--- config.mk ---
export PLATFORM = sky130hd
export DESIGN_NAME = afca_sat_add
export DESIGN_NICKNAME = d
export VERILOG_FILES = /design/src/hdl/afca_pkg.sv /design/src/hdl/afca_sat_add.sv
export SDC_FILE = /design/constraint.sdc
export NUM_CORES = 1
export LEC_CHECK = 0
export ABC_CLOCK_PERIOD_IN_PS = 3800
export BUFFER_PORTS_ARGS = -buffer_cell sky130_fd_sc_hd__buf_2
export CORE_MARGIN = 2
export CORE_UTILIZATION = 45
export DETAILED_ROUTE_END_ITERATION = 12
export GPL_TIMING_DRIVEN = 0
export PLACE_DENSITY = 0.84
export SLEW_MARGIN = 25
export SYNTH_ARGS = -nofsm -noshare
export SYNTH_HDL_FRONTEND = slang
export SYNTH_SLANG_ARGS = --single-unit
--- constraint.sdc ---
create_clock -name vclk -period 3.8
set_clock_uncertainty 0.1 [all_clocks]
set_input_delay 0.76 -clock vclk [all_inputs]
set_output_delay 0.76 -clock vclk [all_outputs]
set_load 0.02 [all_outputs]
--- src/hdl/afca_pkg.sv ---
// shared types and constants for the antenna flag count accumulator
// no dependencies; imported by every module of the block
`default_nettype none

package afca_pkg;

    // default sizes, handed down through the top level parameters
    localparam int NUM_ANTENNAS_DEF = 256;
    localparam int WORD_BITS_DEF    = 64;
    localparam int COUNT_BITS_DEF   = 48;

    // fixed field widths of the stream payloads
    localparam int ANT_W   = 8;
    localparam int FLAG_W  = 64;
    localparam int NBITS_W = 7;
    localparam int OUT_W   = 48;

    // input tdata layout: antenna_a, antenna_b, flag_bits, bit_count, zero pad
    localparam int S_ANT_A_LSB = 0;
    localparam int S_ANT_B_LSB = S_ANT_A_LSB + ANT_W;
    localparam int S_FLAG_LSB  = S_ANT_B_LSB + ANT_W;
    localparam int S_NBITS_LSB = S_FLAG_LSB + FLAG_W;
    localparam int S_USED_W    = S_NBITS_LSB + NBITS_W;
    localparam int S_TDATA_W   = ((S_USED_W + 7) / 8) * 8;

    // result tdata layout: seen, auto_flagged, auto_total, cross_flagged,
    // cross_total, zero pad
    localparam int M_USED_W  = 1 + 4 * OUT_W;
    localparam int M_TDATA_W = ((M_USED_W + 7) / 8) * 8;

    // action codes carried on s_tuser
    localparam logic ACT_ADD  = 1'b0;
    localparam logic ACT_READ = 1'b1;

    typedef logic [ANT_W-1:0]   ant_t;
    typedef logic [FLAG_W-1:0]  flag_word_t;
    typedef logic [NBITS_W-1:0] nbits_t;
    typedef logic [OUT_W-1:0]   out_cnt_t;

    // table port controls
    typedef struct packed {
        logic wr_en;
        logic rd_en;
    } tbl_ctrl_t;

endpackage

`default_nettype wire

--- src/hdl/afca_sat_add.sv ---
// saturating add of a small increment to a table counter
// depends on afca_pkg
`default_nettype none

module afca_sat_add #(
    parameter int CNT_W = afca_pkg::COUNT_BITS_DEF
) (
    input  wire [CNT_W-1:0]       acc,
    input  wire afca_pkg::nbits_t inc,
    output logic [CNT_W-1:0]      sum
);
    import afca_pkg::*;

    logic [CNT_W:0] ext;

    assign ext = {1'b0, acc} + (CNT_W + 1)'(inc);
    assign sum = ext[CNT_W] ? {CNT_W{1'b1}} : ext[CNT_W-1:0];

endmodule

`default_nettype wire

# Yosys cells after proc, flatten, opt, wreduce, memory -nomap -nowiden
# Cells that the tools add are included.
# word_totals
reg_bits	0
inputBits	55
wordCells	2
out_inout_bits	48
# classes
mux	1
add_sub_neg	1
# ops
op	count
$add 48x7->49	1
$mux 48	1

# Longest topological paths before layout
# logic_depth
ltp_word	2
mapped_depth	8

# Worst setup path before layout
# OpenSTA, ideal clock, no wires.
# synth_path
path_kind	in2out
start	in acc[0]
end	out sum[13]
setup_slack_ns	-0.025
t_arrival_ns	2.965
required_time_ns	2.940
stages	8
path_buffers	1
cell_sequence	ha_1 -> fa_1 -> a211o_1 -> a211oi_1 -> nor3_1 -> nand4_1 -> clkbuf_1 -> o21ai_0
# synth_via
elab_chain_cells	2
# synth_rtl
item	line_no	source
start, declared	afca_sat_add.sv:8	input wire [CNT_W-1:0] acc,
$add 48x7->49	afca_sat_add.sv:16	assign ext = {1'b0, acc} + (CNT_W + 1)'(inc);
$mux 48	afca_sat_add.sv:17	assign sum = ext[CNT_W] ? {CNT_W{1'b1}} : ext[CNT_W-1:0];
end, declared	afca_sat_add.sv:10	output logic [CNT_W-1:0] sum
# Every way passes these cells.

# Worst setup path after layout
# layout_path
start	in acc[6]
end	out sum[39]
# The elaborated chain is that of the path after synthesis.

==> out/qor.txt <==
CP required - 2.94 ns
CP max FO - 10
clock buffer count - 0
Routability Congestion - 0.883
DRC - 0
Mapped Cells - 245
Die Y - 63.8 um
largest net degree at the start of global routing - 11
cell depth of the worst setup path - 8
Lkg Pwr - 1.08 nW
core area - 3390 um2
Yosys Warn Count - 0
max cap viols - 0
maximum vdd drop - 0.0000897 V
CP max stage delay - 0.54 ns
setup TNS - 0 ns
pre-CTS setup slack - -0.715 ns
Reg area - 0 um2
initial antenna violation count - 0
die area - 4070 um2
most common cell after layout, fill and taps aside - buf_2
Initial DRC Count - 147
Initial Util - 0.474
final setup vio count - 0
worst-path cell chain - buf_2 -> ha_1 -> a21o_1 -> o21a_2 -> nand4_1 -> or4_1 -> nand3_1 -> buf_2
number of global-route vias before repair - 2047
max-slew violation count - 0
Max-slew headroom - 0.656
hold_buf cts - 0
unrepaired setup endpoints after global routing - no
Crit path top cell by count - buf_2
flip-flop and latch count - 0
Worst Setup EP - sum[39]
Port Buffer Count - 103
crit end category - output port
Final period util - 0.973
pwr/cell area - 116 nW/um2
Fin. Hold Viols - 0
detailed route wirelength on metal3 - 357 um
Netlist cell types - 47
Inst Count DP - 394
Crit Path Class - in2out
diode count - 0
post-synthesis area per instance - 6.56 um2
CP startpoint - acc[6]
register area share after synthesis - 0
Routed WL - 5370 um
hold crit path type - in2out
Hold WS - 1.75 ns
nets - 420
drt wl/cell - 13.4 um
Max Clk Rate - 270 MHz
startpoint type of the worst setup path - input pin
Tmin final - 3.70 ns
Area Growth Syn to Fin - 43.3%
vias per cell - 5.82
IO Pins - 103
gr usage total - 0.243
Slowest-stage cell, CP - or4_1
layout cells sized above 1 - 0.400
met2 WL - 2640 um
highest metal used - met4
CP bufs+invs - 2
die width - 63.8 um
M1 WL - 2350 um
1st-pass router iterations - 4
delay-heaviest family, CP - simple AND/OR/NAND/NOR gates
first-pass GRT wire length - 8510 um
Crit path arrival time - 2.84 ns
Post-DP HPWL - 4230 um
Synth Cell Area - 1610 um2
most frequent cells in the layout - 105 x buf_2, 43 x nand2_1, 18 x xnor2_1
post-route antenna net violation count - 0
outcome - finished clean
vias - 2335
final cell count without fillers - 401
grt total ovfl - 0
setup ws final - 0.102 ns
Worst Max-Slew Pin Slew - 0.512 ns
num rows - 21
synthesized net count - 308
power by group:
group | total (W) | switching [W] | internal (W)
Sequential | 0 | 0 | 0
Combinational | 0.000268 | 0.000162 | 0.000106
Clock | 0 | 0 | 0
repair_timing:
| item | in CTS | in global routing |
|---|---|---|
| pin swaps | 2 | 5 |
| cloned | 2 | 0 |
| resized for setup | 16 | 7 |
| setup buffers | 4 | 2 |
| endpoints found under the setup margin | 48 | 48 |
area by class of cell:
cell class / count / area [um2]
Fill cell: 309 / 1090
Buffer: 14 / 123
Inverter: 6 / 22.5
Tap cell: 46 / 57.6
Multi-Input combinational cell: 224 / 1520
Timing Repair Buffer: 111 / 579
stage by stage:
stage,instance area (um2),util,total power (W)
after global routing,2300,0.680,0.000290
after detailed placement,2180,0.643,0.000257
after floorplan,1610,-,0.000158
final,2300,0.680,0.000268
after global placement,2180,0.643,0.000253
after CTS,2270,0.671,0.000264
synthesized netlist by cell type (all sizes together):
cell type | instances | share of area
a211o | 1 | 0.0054
a211oi | 2 | 0.0093
a21bo | 1 | 0.0062
a21o | 4 | 0.019
a21oi | 10 | 0.031
a22oi | 1 | 0.0047
a31oi | 4 | 0.016
a32oi | 1 | 0.0054
a41oi | 3 | 0.016
and2 | 4 | 0.016
and3 | 11 | 0.044
and4 | 8 | 0.044
buf | 6 | 0.036
clkbuf | 9 | 0.021
fa | 1 | 0.012
ha | 7 | 0.054
inv | 6 | 0.014
nand2 | 43 | 0.10
nand2b | 2 | 0.0078
nand3 | 15 | 0.047
nand4 | 17 | 0.070
nand4b | 1 | 0.0054
nor2 | 4 | 0.0093
nor3 | 5 | 0.016
nor4 | 11 | 0.075
nor4b | 4 | 0.022
o211ai | 2 | 0.0093
o21a | 2 | 0.0093
o21ai | 15 | 0.047
o21bai | 1 | 0.0047
o31ai | 4 | 0.019
or2 | 1 | 0.0039
or3 | 7 | 0.028
or3b | 1 | 0.0054
or4 | 5 | 0.026
xnor2 | 18 | 0.098
xor2 | 8 | 0.044
kinds of logic (layout without fill, tap and decap cells):
logic type               count (synthesis)  in the layout  synth area share
adder cells (fa/ha/maj)                  8              8            0.0669
XOR/XNOR                                26             26             0.142
AO/OA/AOI/OAI                           51             51             0.202
AND/OR/NAND/NOR                        139            139             0.519
buffers and inverters                   21            131            0.0708
layer usage:
layer  vias to the layer above  track usage
met5                         -            0
met4                         0       0.0190
met3                         4       0.0158
met2                        95        0.459
met1                      1078        0.313
li1                       1158            -
worst min path at each step:
stage / cells after the start / end / startpoint / slack, ns
3_3_place_gp: 3 / sum[40] / acc[40] / 1.74
6_report: 3 / sum[42] / acc[42] / 1.75
4_1_cts: 3 / sum[42] / acc[42] / 1.75
2_1_floorplan: 1 / sum[40] / acc[40] / 1.55
5_1_grt: 3 / sum[42] / acc[42] / 1.77
3_5_place_dp: 3 / sum[42] / acc[42] / 1.75
(Power assumes the default switching activity.)
