**config.mk**
```make
export PLATFORM = sky130hd
export DESIGN_NAME = afca_popcnt
export DESIGN_NICKNAME = d
export VERILOG_FILES = /design/src/hdl/afca_pkg.sv /design/src/hdl/afca_popcnt.sv
export SDC_FILE = /design/constraint.sdc
export NUM_CORES = 1
export LEC_CHECK = 0
export BUFFER_PORTS_ARGS = -buffer_cell sky130_fd_sc_hd__buf_2
export CAP_MARGIN = 20
export CORE_MARGIN = 5
export CORE_UTILIZATION = 40
export DETAILED_ROUTE_END_ITERATION = 10
export PLACE_DENSITY = 0.76
export SYNTH_ARGS = -nofsm -noshare
export SYNTH_HDL_FRONTEND = slang
export SYNTH_SLANG_ARGS = --single-unit
```
**constraint.sdc**
```tcl
create_clock -name vclk -period 7.8
set_input_delay 0.39 -clock vclk [all_inputs]
set_output_delay 0.39 -clock vclk [all_outputs]
set_load 0.02 [all_outputs]
```
**src/hdl/afca_pkg.sv**
```systemverilog
// shared types and constants for the antenna flag count accumulator
// no dependencies; imported by every module of the block
`default_nettype none

package afca_pkg;

    // default sizes, handed down through the top level parameters
    localparam int NUM_ANTENNAS_DEF = 256;
    localparam int WORD_BITS_DEF    = 64;
    localparam int COUNT_BITS_DEF   = 48;

    // fixed field widths of the stream payloads
    localparam int ANT_W   = 8;
    localparam int FLAG_W  = 64;
    localparam int NBITS_W = 7;
    localparam int OUT_W   = 48;

    // input tdata layout: antenna_a, antenna_b, flag_bits, bit_count, zero pad
    localparam int S_ANT_A_LSB = 0;
    localparam int S_ANT_B_LSB = S_ANT_A_LSB + ANT_W;
    localparam int S_FLAG_LSB  = S_ANT_B_LSB + ANT_W;
    localparam int S_NBITS_LSB = S_FLAG_LSB + FLAG_W;
    localparam int S_USED_W    = S_NBITS_LSB + NBITS_W;
    localparam int S_TDATA_W   = ((S_USED_W + 7) / 8) * 8;

    // result tdata layout: seen, auto_flagged, auto_total, cross_flagged,
    // cross_total, zero pad
    localparam int M_USED_W  = 1 + 4 * OUT_W;
    localparam int M_TDATA_W = ((M_USED_W + 7) / 8) * 8;

    // action codes carried on s_tuser
    localparam logic ACT_ADD  = 1'b0;
    localparam logic ACT_READ = 1'b1;

    typedef logic [ANT_W-1:0]   ant_t;
    typedef logic [FLAG_W-1:0]  flag_word_t;
    typedef logic [NBITS_W-1:0] nbits_t;
    typedef logic [OUT_W-1:0]   out_cnt_t;

    // table port controls
    typedef struct packed {
        logic wr_en;
        logic rd_en;
    } tbl_ctrl_t;

endpackage

`default_nettype wire

```
**src/hdl/afca_popcnt.sv**
```systemverilog
// clamps the valid-bit count and counts the set bits among the valid ones
// depends on afca_pkg
`default_nettype none

module afca_popcnt #(
    parameter int WORD_BITS = afca_pkg::WORD_BITS_DEF
) (
    input  wire afca_pkg::flag_word_t flag_bits,
    input  wire afca_pkg::nbits_t     bit_count,
    output afca_pkg::nbits_t          nbits,
    output afca_pkg::nbits_t          flagged
);
    import afca_pkg::*;

    flag_word_t masked;
    logic [3:0] byte_cnt [FLAG_W/8];

    assign nbits = (bit_count > NBITS_W'(WORD_BITS)) ? NBITS_W'(WORD_BITS) : bit_count;

    always_comb begin
        for (int i = 0; i < FLAG_W; i++) begin
            masked[i] = flag_bits[i] & (NBITS_W'(i) < nbits);
        end
    end

    // per-byte counts, then a sum over the eight bytes
    always_comb begin
        flagged = '0;
        for (int j = 0; j < FLAG_W / 8; j++) begin
            byte_cnt[j] = '0;
            for (int k = 0; k < 8; k++) begin
                byte_cnt[j] = byte_cnt[j] + 4'(masked[8*j + k]);
            end
        end
        for (int j = 0; j < FLAG_W / 8; j++) begin
            flagged = flagged + NBITS_W'(byte_cnt[j]);
        end
    end

endmodule

`default_nettype wire

```
Word level (Yosys, flattened, before mapping)
Index checks and enable logic that the tools add are counted.

Eq/ne operators: 0. Add/subtract/negate cells: 63. Shifts and indexed selects: 0. Order comparisons: 65. Div/mod/pow operators: 0. Bitwise operators: 64. Muxes and demuxes: 1. Reduce and logical (&&, ||, !) cells: 0. $mul: 0.

Operator list (count): $lt A6 B7 Y1 const A (32); $add A4 B1 Y4 (32); $lt A5 B7 Y1 const A (16); $and A1 B1 Y1 (64); $lt A4 B7 Y1 const A (8); $add A3 B1 Y4 (8); $add A7 B4 Y7 (4); $lt A3 B7 Y1 const A (4); $add A2 B1 Y3 (8); $add A1 B1 Y2 (8); $lt A1 B7 Y1 const A (2); $lt A2 B7 Y1 const A (2); $add A6 B4 Y7 (1); $gt A7 B7 Y1 const B (1); $mux W7 (1); $add A5 B4 Y6 (1); $add A4 B4 Y5 (1).

Output and inout bits: 14. Memories kept: 0. Word-level logic and storage cells: 193. Register bits after elaboration: 0. Memory bits (read-only): 0. Bits in latches: 0. Memory bits (writable): 0.

Logic depth before layout (Yosys ltp)
Depth in word-level cells: 18. Mapped depth: 26. Gate-level depth less buffers: 24.

Worst setup path after synthesis
Ideal clock, no wire load.

Path type: input -> output. From: in bit_count[5]. To: out flagged[4]. Data required time: 7.410 ns. Slack: 0.350 ns. Stages: 23. Arrival: 7.060 ns. Cells stage by stage: buf_6 nor2b_1 nor3b_2 a21oi_1 fa_1 inv_1 fa_1 inv_1 fa_1 inv_1 fa_1 inv_1 fa_1 fa_1 fa_1 inv_1 fa_1 inv_1 ha_1 fa_1 a21o_1 a21o_1 xor2_1.

Longest elaborated chain between the ends: 18. Elaborated cells between the ends (all ways): 193. Those cells by class: 63 x add/sub; 65 x order compare; 1 x mux; 64 x bitwise.

Ends and longest elaborated chain: start, declared (line afca_popcnt.sv:9) `input wire afca_pkg::nbits_t bit_count,`; $gt A7 B7 Y1 (line afca_popcnt.sv:18) `assign nbits = (bit_count > NBITS_W'(WORD_BITS)) ? NBITS_W'(WORD_BITS) : bit_count;`; $mux W7 (*) (line afca_popcnt.sv:18); net nbits[5] (line afca_popcnt.sv:10) `output afca_pkg::nbits_t nbits,`; $lt A1 B7 Y1 or $lt A4 B7 Y1 (tied branches) (line afca_popcnt.sv:22) `masked[i] = flag_bits[i] & (NBITS_W'(i) < nbits);`; $and A1 B1 Y1 (line afca_popcnt.sv:22); $add A1 B1 Y2 (line afca_popcnt.sv:32) `byte_cnt[j] = byte_cnt[j] + 4'(masked[8*j + k]);`; $add A2 B1 Y3 (line afca_popcnt.sv:32); $add A3 B1 Y4 (line afca_popcnt.sv:32); $add A4 B1 Y4 (4 in series) (line afca_popcnt.sv:32); $add A4 B4 Y5 (line afca_popcnt.sv:36) `flagged = flagged + NBITS_W'(byte_cnt[j]);`; $add A5 B4 Y6 (line afca_popcnt.sv:36); $add A6 B4 Y7 (line afca_popcnt.sv:36); $add A7 B4 Y7 (3 in series) (line afca_popcnt.sv:36); $add A7 B4 Y7 (*) (line afca_popcnt.sv:36); end, declared (line afca_popcnt.sv:11) `output afca_pkg::nbits_t flagged`.

Mark *: on every way through the listed nets, which the timed path passes. The rest lies on a longest branch.

Worst setup path in the final report
From: in bit_count[2]. To: out flagged[6].

Longest elaborated chain between the ends: 18. Elaborated cells between the ends (all ways): 193. Those cells by class: 63 x add/sub; 65 x order compare; 1 x mux; 64 x bitwise.

Ends and longest elaborated chain (line): $gt A7 B7 Y1 (afca_popcnt.sv:18); $mux W7 (*) (afca_popcnt.sv:18); $lt A1 B7 Y1 or $lt A4 B7 Y1 (tied branches) (afca_popcnt.sv:22); $and A1 B1 Y1 (afca_popcnt.sv:22); $add A1 B1 Y2 (afca_popcnt.sv:32); $add A2 B1 Y3 (afca_popcnt.sv:32); $add A3 B1 Y4 (afca_popcnt.sv:32); $add A4 B1 Y4 (4 in series) (afca_popcnt.sv:32); $add A4 B4 Y5 (afca_popcnt.sv:36); $add A5 B4 Y6 (afca_popcnt.sv:36); $add A6 B4 Y7 (afca_popcnt.sv:36); $add A7 B4 Y7 (3 in series) (afca_popcnt.sv:36); $add A7 B4 Y7 (*) (afca_popcnt.sv:36).

Mark *: on every way between the ends. The rest lies on a longest branch, timed or not.

==> flow_metrics.env <==
export IMPL_grt_start_max_net_pins=26
export IMPL_hold_class="input port to primary output"
export IMPL_final_common_cell="buf_2"
export IMPL_grt_pass1_vias=2530
export IMPL_seqCellArea_um2=0
export IMPL_syn_inst=304
export IMPL_synth_area_leader_cell="fa_1"
export IMPL_die_h_um=88.7
export IMPL_wl_per_cell_um=16.4
export IMPL_gp_congestion=0.910
export IMPL_final_max_slew_viol_count=0
export IMPL_synth_compound_area_share_pct=19.2
export IMPL_overflow=0
export IMPL_synth_xor_area_share_pct=1.42
export IMPL_holdBufCountCts=0
export IMPL_cp_max_fo=12
export IMPL_hold_violations=0
export IMPL_routed_wl_mm=7.58
export IMPL_die_w_um=88.7
export IMPL_yosysWarningCount=0
export IMPL_core_area_um2=5960
export IMPL_fin_setup_tns_ps=0
export IMPL_rsz0062_at_grt="false"
export IMPL_seq_area_frac_synth_pct=0
export IMPL_initial_core_util_pct=41.6
export IMPL_seq_cells=0
export IMPL_num_antenna_cells=0
export IMPL_critPathKind="input port to primary output"
export IMPL_nets=528
export IMPL_via_per_inst=5.29
export IMPL_endpoint_kind="primary output"
export IMPL_drc=0
export IMPL_vias=2438
export IMPL_dpl_hpwl_mm=6.77
export IMPL_clock_buffers=0
export IMPL_synth_area_top_cells="fa_1 (44%), inv_1 (9.1%), ha_1 (7.6%)"
export IMPL_worst_slew_pin_slew_ps=643
export IMPL_start_kind="input port"
export IMPL_synth_simple_area_share_pct=15.9
export IMPL_layout_common_cells="buf_2 (84), inv_1 (60), fa_1 (54), nand2_1 (28), a21oi_1 (21)"
export IMPL_worstPathArrival_ps=7150
export IMPL_avgSynthCellArea_um2=8.14
export IMPL_status="complete, no violations"
export IMPL_setup_violations=0
export IMPL_synth_top_area_share_pct=43.7
export IMPL_dr_first_iter_drc_count=111
export IMPL_syn_num_nets=444
export IMPL_die_area_um2=7860
export IMPL_io_pins=85
export IMPL_grt_use_total_pct=19.4
export IMPL_ant_nets=0
export IMPL_fin_crit_ps=7540
export IMPL_portBuffers=85
export IMPL_maxCapViolations=0
export IMPL_worst_endpoint_required_ps=7410
export IMPL_synth_mux_area_share_pct=0
export IMPL_synth_cell_type_count=33
export IMPL_layout_drive_gt1_share_pct=26.9
export IMPL_syn_cell_area_um2=2470
export IMPL_antenna_found_initial=0
export IMPL_syn_to_final_growth_pct=22.0
export IMPL_period_share_pct=96.6
export IMPL_synthAdderAreaFrac_pct=51.3
export IMPL_maxSlewHeadroom_pct=56.6
export IMPL_grt_pass1_wl_mm=11.8
export IMPL_timing_fmax_ghz=0.133
export IMPL_num_rows=28
export IMPL_dr_pass1_iters=5
export IMPL_synth_top_family_by_area="adder cells"
[cell families after synthesis]
logic type               after synthesis
AND/OR/NAND/NOR                       80
AO/OA/AOI/OAI                         76
buffers and inverters                 75
adder cells (fa/ha/maj)               69
XOR/XNOR                               4
[final cells by class]
class / count / area, um^2
inverter: 60 / 225
fill: 616 / 2940
tap: 75 / 93.8
multi-input combinational: 229 / 2180
timing repair buffer: 97 / 518
[per-stage QoR]
stage	worst slack, ps	cells	hold slack [ps]	instance area [um^2]	util (%)
2_1_floorplan	350	304	862	2470	-
3_3_place_gp	191	459	1130	2990	50.2
3_5_place_dp	92.1	459	1150	2990	50.2
4_1_cts	85.4	459	1150	2990	50.2
5_1_grt	6.15	461	1160	3020	50.7
6_report	262	461	1150	3020	50.7
[path summary, 6_finish.rpt]
| path | start | end | slack (ps) | cells after the start |
|---|---|---|---|---|
| min | bit_count[6] | nbits[6] | 1150 | 2 |
| max | bit_count[2] | flagged[6] | 260 | 23 |
[synth_stat cells]
cell type,instances
clkbuf_1,7
o41ai_1,1
a41o_1,1
buf_2,6
a31oi_1,1
nand2_1,29
or3_4,1
o311ai_0,3
and3b_1,1
or3_1,1
or2_1,1
o21ai_0,19
or2_2,3
xnor2_1,1
and2_1,9
a21boi_0,15
nand3_1,6
a21oi_1,21
buf_6,2
inv_1,60
fa_1,54
xor2_1,3
nor3b_2,1
o21a_1,6
ha_1,15
nor2b_1,9
o21bai_1,3
o21ai_1,1
nand2b_1,1
a21o_1,4
a211oi_1,1
nor3_1,3
nor2_1,15
[per-layer routing]
metal | wire length, um | global-route usage (%) | vias to the layer above | part of all wire [%]
li1 | - | - | 1126 | -
met2 | 3560 | 32.2 | 143 | 47
met5 | 0 | 0 | - | 0
met4 | 140 | 4.40 | 0 | 1.8
met3 | 873 | 3.63 | 16 | 12
met1 | 3010 | 26.4 | 1153 | 40
[timing repair]
item                                    in CTS  in global routing
hold endpoints to repair                     0                  0
buffers inserted                             0                  2
resized for setup                            0                  6
endpoints found under the setup margin       0                  2
[critical path, cell delays in order]
cell	delay [ps]
buf_2	230
nor2b_1	240
nand2_2	160
a21oi_1	250
o21ai_0	150
fa_1	550
inv_1	60
fa_1	510
fa_1	580
fa_1	450
fa_1	550
fa_1	440
fa_1	550
inv_1	50
fa_1	530
inv_1	40
ha_1	240
fa_1	430
a21o_1	190
a21o_1	190
a21oi_1	140
o21bai_1	70
buf_2	160
Power is not shown: default switching activity piles up to over one toggle a cycle in this logic, so the estimate is an artifact.
